### src/rtl/spq_pkg.sv
// ----------------------------------------------------------------------------
// spq_pkg - shared types and codes for the stable priority queue
// Operation and status codes, default sizes and the word types of both
// channels and of the control word sent down the row of cells.
// ----------------------------------------------------------------------------
package spq_pkg;

  // default sizes
  localparam int CAPACITY_DEF      = 16;
  localparam int PRIORITY_BITS_DEF = 8;

  // fixed field widths
  localparam int VALUE_W    = 32;
  localparam int PRIO_IN_W  = 8;
  localparam int COUNT_OUT_W = 5;

  // operation codes
  localparam logic [1:0] OP_ENQUEUE = 2'd0;
  localparam logic [1:0] OP_DEQUEUE = 2'd1;
  localparam logic [1:0] OP_CLEAR   = 2'd2;

  // status codes
  localparam logic [1:0] ST_OK    = 2'd0;
  localparam logic [1:0] ST_EMPTY = 2'd1;
  localparam logic [1:0] ST_FULL  = 2'd2;

  // command word
  typedef struct packed {
    logic [1:0]                  operation;
    logic signed [VALUE_W-1:0]   item_value;
    logic [PRIO_IN_W-1:0]        item_priority;
  } request_t;

  // result word
  typedef struct packed {
    logic [1:0]                  status;
    logic signed [VALUE_W-1:0]   removed_value;
    logic signed [VALUE_W-1:0]   head_value;
    logic [COUNT_OUT_W-1:0]      entry_count;
    logic                        is_empty;
    logic                        is_full;
  } response_t;

  // control broadcast to every cell
  typedef struct packed {
    logic                        clear;
    logic                        shift_out;
    logic                        insert;
    logic [VALUE_W-1:0]          value;
  } cell_ctrl_t;

endpackage

### src/rtl/stable_priority_queue.sv
// ----------------------------------------------------------------------------
// stable_priority_queue - bounded sorted queue, lowest priority number first
// Row of slot cells kept in sorted order, head in slot 0; equal priorities
// leave in arrival order. Enqueue, dequeue or clear, one word per command.
// ----------------------------------------------------------------------------
//  channel   ports                  handshake
//  command   request                taken when start is high and busy is low
//  result    response               valid for the one cycle done is high
//
//  For every command all cells compare against the new priority at once and
//  shift or load in the same edge; its result is shown in the following
//  cycle, so a command may be issued every cycle and busy stays low.
//  Reset empties the queue. The receiver cannot stall; results are never held.
// ----------------------------------------------------------------------------
module stable_priority_queue #(
  parameter int CAPACITY      = spq_pkg::CAPACITY_DEF,
  parameter int PRIORITY_BITS = spq_pkg::PRIORITY_BITS_DEF
) (
  input  logic               clk,
  input  logic               rst,
  input  logic               start,
  output logic               busy,
  input  spq_pkg::request_t  request,
  output logic               done,
  output spq_pkg::response_t response
);
  import spq_pkg::*;

  localparam int COUNT_W = $clog2(CAPACITY + 1);
  localparam logic [COUNT_W-1:0] CAP_COUNT = COUNT_W'(CAPACITY);

  logic                      accept;
  logic [COUNT_W-1:0]        count;
  logic                      empty_now;
  logic                      full_now;
  logic [PRIORITY_BITS+PRIO_IN_W-1:0] prio_wide;
  logic [PRIORITY_BITS-1:0]  new_prio;
  cell_ctrl_t                ctrl;
  logic [1:0]                status;
  logic [VALUE_W-1:0]        removed;
  logic [COUNT_W+COUNT_OUT_W-1:0] count_wide;

  logic [CAPACITY-1:0]       keep;
  logic [CAPACITY-1:0]       used;
  logic [VALUE_W-1:0]        value [CAPACITY];
  logic [PRIORITY_BITS-1:0]  prio  [CAPACITY];

  // commands never stall: always ready
  assign busy   = 1'b0;
  assign accept = start && !busy;

  assign empty_now = (count == '0);
  assign full_now  = (count == CAP_COUNT);

  // keep the low priority bits
  assign prio_wide = {{PRIORITY_BITS{1'b0}}, request.item_priority};
  assign new_prio  = prio_wide[PRIORITY_BITS-1:0];

  // broadcast control to the row
  always_comb begin
    ctrl.clear     = accept && (request.operation == OP_CLEAR);
    ctrl.shift_out = accept && (request.operation == OP_DEQUEUE) && !empty_now;
    ctrl.insert    = accept && (request.operation == OP_ENQUEUE) && !full_now;
    ctrl.value     = request.item_value;
  end

  // row of cells
  for (genvar i = 0; i < CAPACITY; i++) begin : g_cell
    logic                     l_keep;
    logic                     l_used;
    logic [VALUE_W-1:0]       l_value;
    logic [PRIORITY_BITS-1:0] l_prio;
    logic                     r_used;
    logic [VALUE_W-1:0]       r_value;
    logic [PRIORITY_BITS-1:0] r_prio;

    if (i == 0) begin : g_head
      assign l_keep  = 1'b1;
      assign l_used  = 1'b0;
      assign l_value = '0;
      assign l_prio  = '0;
    end else begin : g_body
      assign l_keep  = keep[i-1];
      assign l_used  = used[i-1];
      assign l_value = value[i-1];
      assign l_prio  = prio[i-1];
    end

    if (i == CAPACITY - 1) begin : g_tail
      assign r_used  = 1'b0;
      assign r_value = '0;
      assign r_prio  = '0;
    end else begin : g_mid
      assign r_used  = used[i+1];
      assign r_value = value[i+1];
      assign r_prio  = prio[i+1];
    end

    spq_cell #(
      .PRIORITY_BITS (PRIORITY_BITS)
    ) u_cell (
      .clk         (clk),
      .rst         (rst),
      .ctrl        (ctrl),
      .new_prio    (new_prio),
      .left_keep   (l_keep),
      .left_used   (l_used),
      .left_value  (l_value),
      .left_prio   (l_prio),
      .right_used  (r_used),
      .right_value (r_value),
      .right_prio  (r_prio),
      .keep        (keep[i]),
      .used        (used[i]),
      .value       (value[i]),
      .prio        (prio[i])
    );
  end

  // entry count and result strobe
  always_ff @(posedge clk) begin
    if (rst) begin
      count <= '0;
      done  <= 1'b0;
    end else begin
      done <= accept;
      if (ctrl.clear) begin
        count <= '0;
      end else if (ctrl.shift_out) begin
        count <= count - 1'b1;
      end else if (ctrl.insert) begin
        count <= count + 1'b1;
      end
    end
  end

  // capture status and removed head
  always_ff @(posedge clk) begin
    if (accept) begin
      status  <= ST_OK;
      removed <= '0;
      if (request.operation == OP_DEQUEUE) begin
        if (empty_now) begin
          status <= ST_EMPTY;
        end else begin
          removed <= value[0];
        end
      end else if (request.operation == OP_ENQUEUE && full_now) begin
        status <= ST_FULL;
      end
    end
  end

  // assemble result word from the updated row
  assign count_wide = {{COUNT_OUT_W{1'b0}}, count};

  always_comb begin
    response.status        = status;
    response.removed_value = removed;
    response.head_value    = used[0] ? value[0] : '0;
    response.entry_count   = count_wide[COUNT_OUT_W-1:0];
    response.is_empty      = empty_now;
    response.is_full       = full_now;
  end

endmodule

### src/rtl/spq_cell.sv
// ----------------------------------------------------------------------------
// spq_cell - one slot of the sorted queue
// Holds one entry. On insert it keeps its entry, takes the new one, or takes
// its left neighbor's; on dequeue it takes its right neighbor's; clear empties it.
// ----------------------------------------------------------------------------
module spq_cell #(
  parameter int PRIORITY_BITS = spq_pkg::PRIORITY_BITS_DEF
) (
  input  logic                       clk,
  input  logic                       rst,
  input  spq_pkg::cell_ctrl_t        ctrl,
  input  logic [PRIORITY_BITS-1:0]   new_prio,
  input  logic                       left_keep,
  input  logic                       left_used,
  input  logic [spq_pkg::VALUE_W-1:0] left_value,
  input  logic [PRIORITY_BITS-1:0]   left_prio,
  input  logic                       right_used,
  input  logic [spq_pkg::VALUE_W-1:0] right_value,
  input  logic [PRIORITY_BITS-1:0]   right_prio,
  output logic                       keep,
  output logic                       used,
  output logic [spq_pkg::VALUE_W-1:0] value,
  output logic [PRIORITY_BITS-1:0]   prio
);
  import spq_pkg::*;

  // stay in place when the new entry belongs behind this one
  assign keep = used && (prio <= new_prio);

  // occupancy flag
  always_ff @(posedge clk) begin
    if (rst) begin
      used <= 1'b0;
    end else if (ctrl.clear) begin
      used <= 1'b0;
    end else if (ctrl.shift_out) begin
      used <= right_used;
    end else if (ctrl.insert && !keep) begin
      used <= left_keep ? 1'b1 : left_used;
    end
  end

  // entry payload
  always_ff @(posedge clk) begin
    if (ctrl.shift_out) begin
      value <= right_value;
      prio  <= right_prio;
    end else if (ctrl.insert && !keep) begin
      if (left_keep) begin
        value <= ctrl.value;
        prio  <= new_prio;
      end else begin
        value <= left_value;
        prio  <= left_prio;
      end
    end
  end

endmodule
### config.mk
export PLATFORM = sky130hd
export DESIGN_NAME = stable_priority_queue
export DESIGN_NICKNAME = d
export VERILOG_FILES = /design/src/rtl/spq_pkg.sv /design/src/rtl/stable_priority_queue.sv /design/src/rtl/spq_cell.sv
export SDC_FILE = /design/constraint.sdc
export NUM_CORES = 2
export LEC_CHECK = 0
export BUFFER_PORTS_ARGS = -buffer_cell sky130_fd_sc_hd__buf_2
export CAP_MARGIN = 10
export CORE_ASPECT_RATIO = 1.4
export CORE_MARGIN = 5
export CORE_UTILIZATION = 31
export CTS_BUF_LIST = sky130_fd_sc_hd__clkbuf_4
export DETAILED_ROUTE_END_ITERATION = 8
export PLACE_DENSITY = 0.49
export SLEW_MARGIN = 20
export SYNTH_ARGS = -nofsm -noshare
export SYNTH_HDL_FRONTEND = slang
export SYNTH_HIERARCHICAL = 1
export SYNTH_SLANG_ARGS = --single-unit
### constraint.sdc
create_clock -name clk -period 19.6 [get_ports clk]
set_input_delay 0.98 -clock clk [delete_from_list [all_inputs] [get_ports clk]]
set_output_delay 0.98 -clock clk [all_outputs]
set_load 0.05 [all_outputs]
==> flow_metrics.tcl <==
set metrics [dict create \
    endpoint_kind "flop" \
    multi_input_area_um2 17400 \
    max_cap_viol_count 0 \
    min_to "status[1]$_SDFFCE_PN0P_" \
    relSlewSlack 0.256 \
    skew_ns 0.0587 \
    cts_tree "built" \
    hold_violations 0 \
    vias 28423 \
    clk_pin_slew_ns 0.06 \
    die_area_um2 133000 \
    fp.coreArea_um2 125000 \
    nets 3977 \
    rsz0062_at_grt "no" \
    antenna_found_initial 16 \
    first_global_vias 28464 \
    worstRegToRegCells 9 \
    period_share 0.272 \
    min_path_cells 2 \
    power_density_nw_per_um2 83.5 \
    r2r_slack_ns 14.36 \
    holdCritPathClass "primary input to flop" \
    path_max_fanout 115 \
    gp_congestion 0.749 \
    status "finished clean" \
    wire_per_inst_um 21.6 \
    first_pass_iters 5 \
    required_ns 20.37 \
    dp_hpwl_um 69700 \
    worstReg2RegStart "count[0]$_SDFFE_PP0P_" \
    num_io_pins 120 \
    fillers 12698 \
    die_h_um 430 \
    drive_above_1_share 0.146 \
    wl_um 121000 \
    io_buffers 118 \
    startpoint_type "primary input" \
    die_x_um 310 \
    ir_drop_mv 0.0463 \
    drc 0 \
    r2r_end "g_cell[4].u_cell/value[17]$_DFFE_PP_" \
    dp_slack_ns 13.13 \
    clockBufferDepth 3 \
    postRouteAntennaNets 0 \
    num_rows 154 \
    initial_utilization 0.311 \
    insertion_delay_ns 1.12 \
    numCtsBuffers 184 \
    finalWorstSetupSlack_ns 14.27 \
    worstMarginPinSlew_ns 1.12 \
    power.leakage_uw 0.0142 \
    fmax_mhz 188 \
    netlist_instances 3606 \
    period_minus_slack_ns 5.33 \
    slew_viol_final 0 \
    synth.avg_cell_area_um2 10.8 \
    min_from "request[41]" \
    setup_tns_ns 0 \
    vias_per_cell 5.10 \
    overflow 0 \
    cts_max_level 4 \
    drtIter0Drc 1941 \
    cp.arrival_ns 6.10 \
    grt_max_degree 286 \
    grt_usage 0.176 \
    synth_area_um2 39000 \
    regArea_um2 20700 \
    post_cts_resized 0 \
    yosysWarningCount 6 \
    worst-setup-path-type "primary input to flop" \
    tritoncts_num_sinks 696 \
    hold_buffers 0 \
    setup_viol 0 \
    cts_root_buf "clkbuf_4" \
    post_cts.repair.setup_buffers 0 \
    grt_pass1_wl_um 179000 \
    area_growth_pct 12.6 \
]
worst max-delay path by stage:
stage,from,endpoint,slack [ns]
after global placement,start,g_cell[0].u_cell/value[18]$_DFFE_PP_,13.24
final,start,g_cell[4].u_cell/value[17]$_DFFE_PP_,14.27
after detailed placement,start,g_cell[6].u_cell/value[16]$_DFFE_PP_,13.13
after global routing,count[0]$_SDFFE_PP0P_,g_cell[13].u_cell/value[19]$_DFFE_PP_,13.92
after CTS,count[0]$_SDFFE_PP0P_,g_cell[2].u_cell/value[19]$_DFFE_PP_,14.38
after floorplan,request[41],g_cell[0].u_cell/prio[0]$_DFFE_PP_,12.70
sequential cells by signal, summed over array words and instances (netlist names):
signal	flops
count	5
done	1
g_cell.u_cell/prio	128
g_cell.u_cell/used	16
g_cell.u_cell/value	512
removed	32
status	2
cell usage in the layout (no fill, tap or decap), types with 18 or more instances in the layout:
cell and instances:
a211oi_1 18, a21oi_1 97, and2_1 34, and2_4 28, buf_2 118, buf_4 45
clkbuf_4 276, clkinv_1 27, conb_1 84, dfxtp_1 21, edfxtp_1 674, ha_1 129
inv_1 145, mux2i_1 643, nand2_1 659, nand4_1 34, nor2_1 69, o211ai_2 18
o21ai_0 656, or4_1 32
worst max-delay path, stage by stage:
cell,delay (ns)
buf_2,0.07
buf_4,0.59
nand3b_1,0.31
nor2_4,0.14
buf_4,0.49
buf_4,0.78
buf_4,0.65
buf_4,0.71
buf_4,0.85
o21ai_0,0.25
metal layers:
layer / share of wire / track usage
met5: 0.00011 / 0
met4: 0.026 / 0.0537
met3: 0.039 / 0.0315
met2: 0.51 / 0.311
met1: 0.43 / 0.219
cell type report:
class,instances,share of cell area
repair buffers,166,0.0224
clock buffers,276,0.0471
multi-input cells,2610,0.396
diodes,8,0.000455
inverters,145,0.0124
well taps,1638,0.0466
flip-flops and latches,696,0.470
clock inverters,39,0.00504
metrics by stage:
| step | cells | total power [uW] | hold WS [ns] | instance area (um2) | utilization |
|---|---|---|---|---|---|
| 2_1_floorplan | 3688 | 2190 | 0.496 | 39400 | - |
| 3_3_place_gp | 5254 | 2380 | 0.507 | 41600 | 0.332 |
| 3_5_place_dp | 5254 | 2400 | 0.517 | 41600 | 0.332 |
| 4_1_cts | 5569 | 3740 | 0.119 | 43900 | 0.350 |
| 5_1_grt | 5577 | 3870 | 0.133 | 44000 | 0.351 |
| 6_report | 5578 | 3670 | 0.267 | 44000 | 0.351 |
where the power goes:
group	leakage, uW	switching, uW	internal, uW
logic	0.00639	343	172
registers	0.00646	67.5	1780
clock network	0.00137	651	664
(Power assumes the default switching activity.)
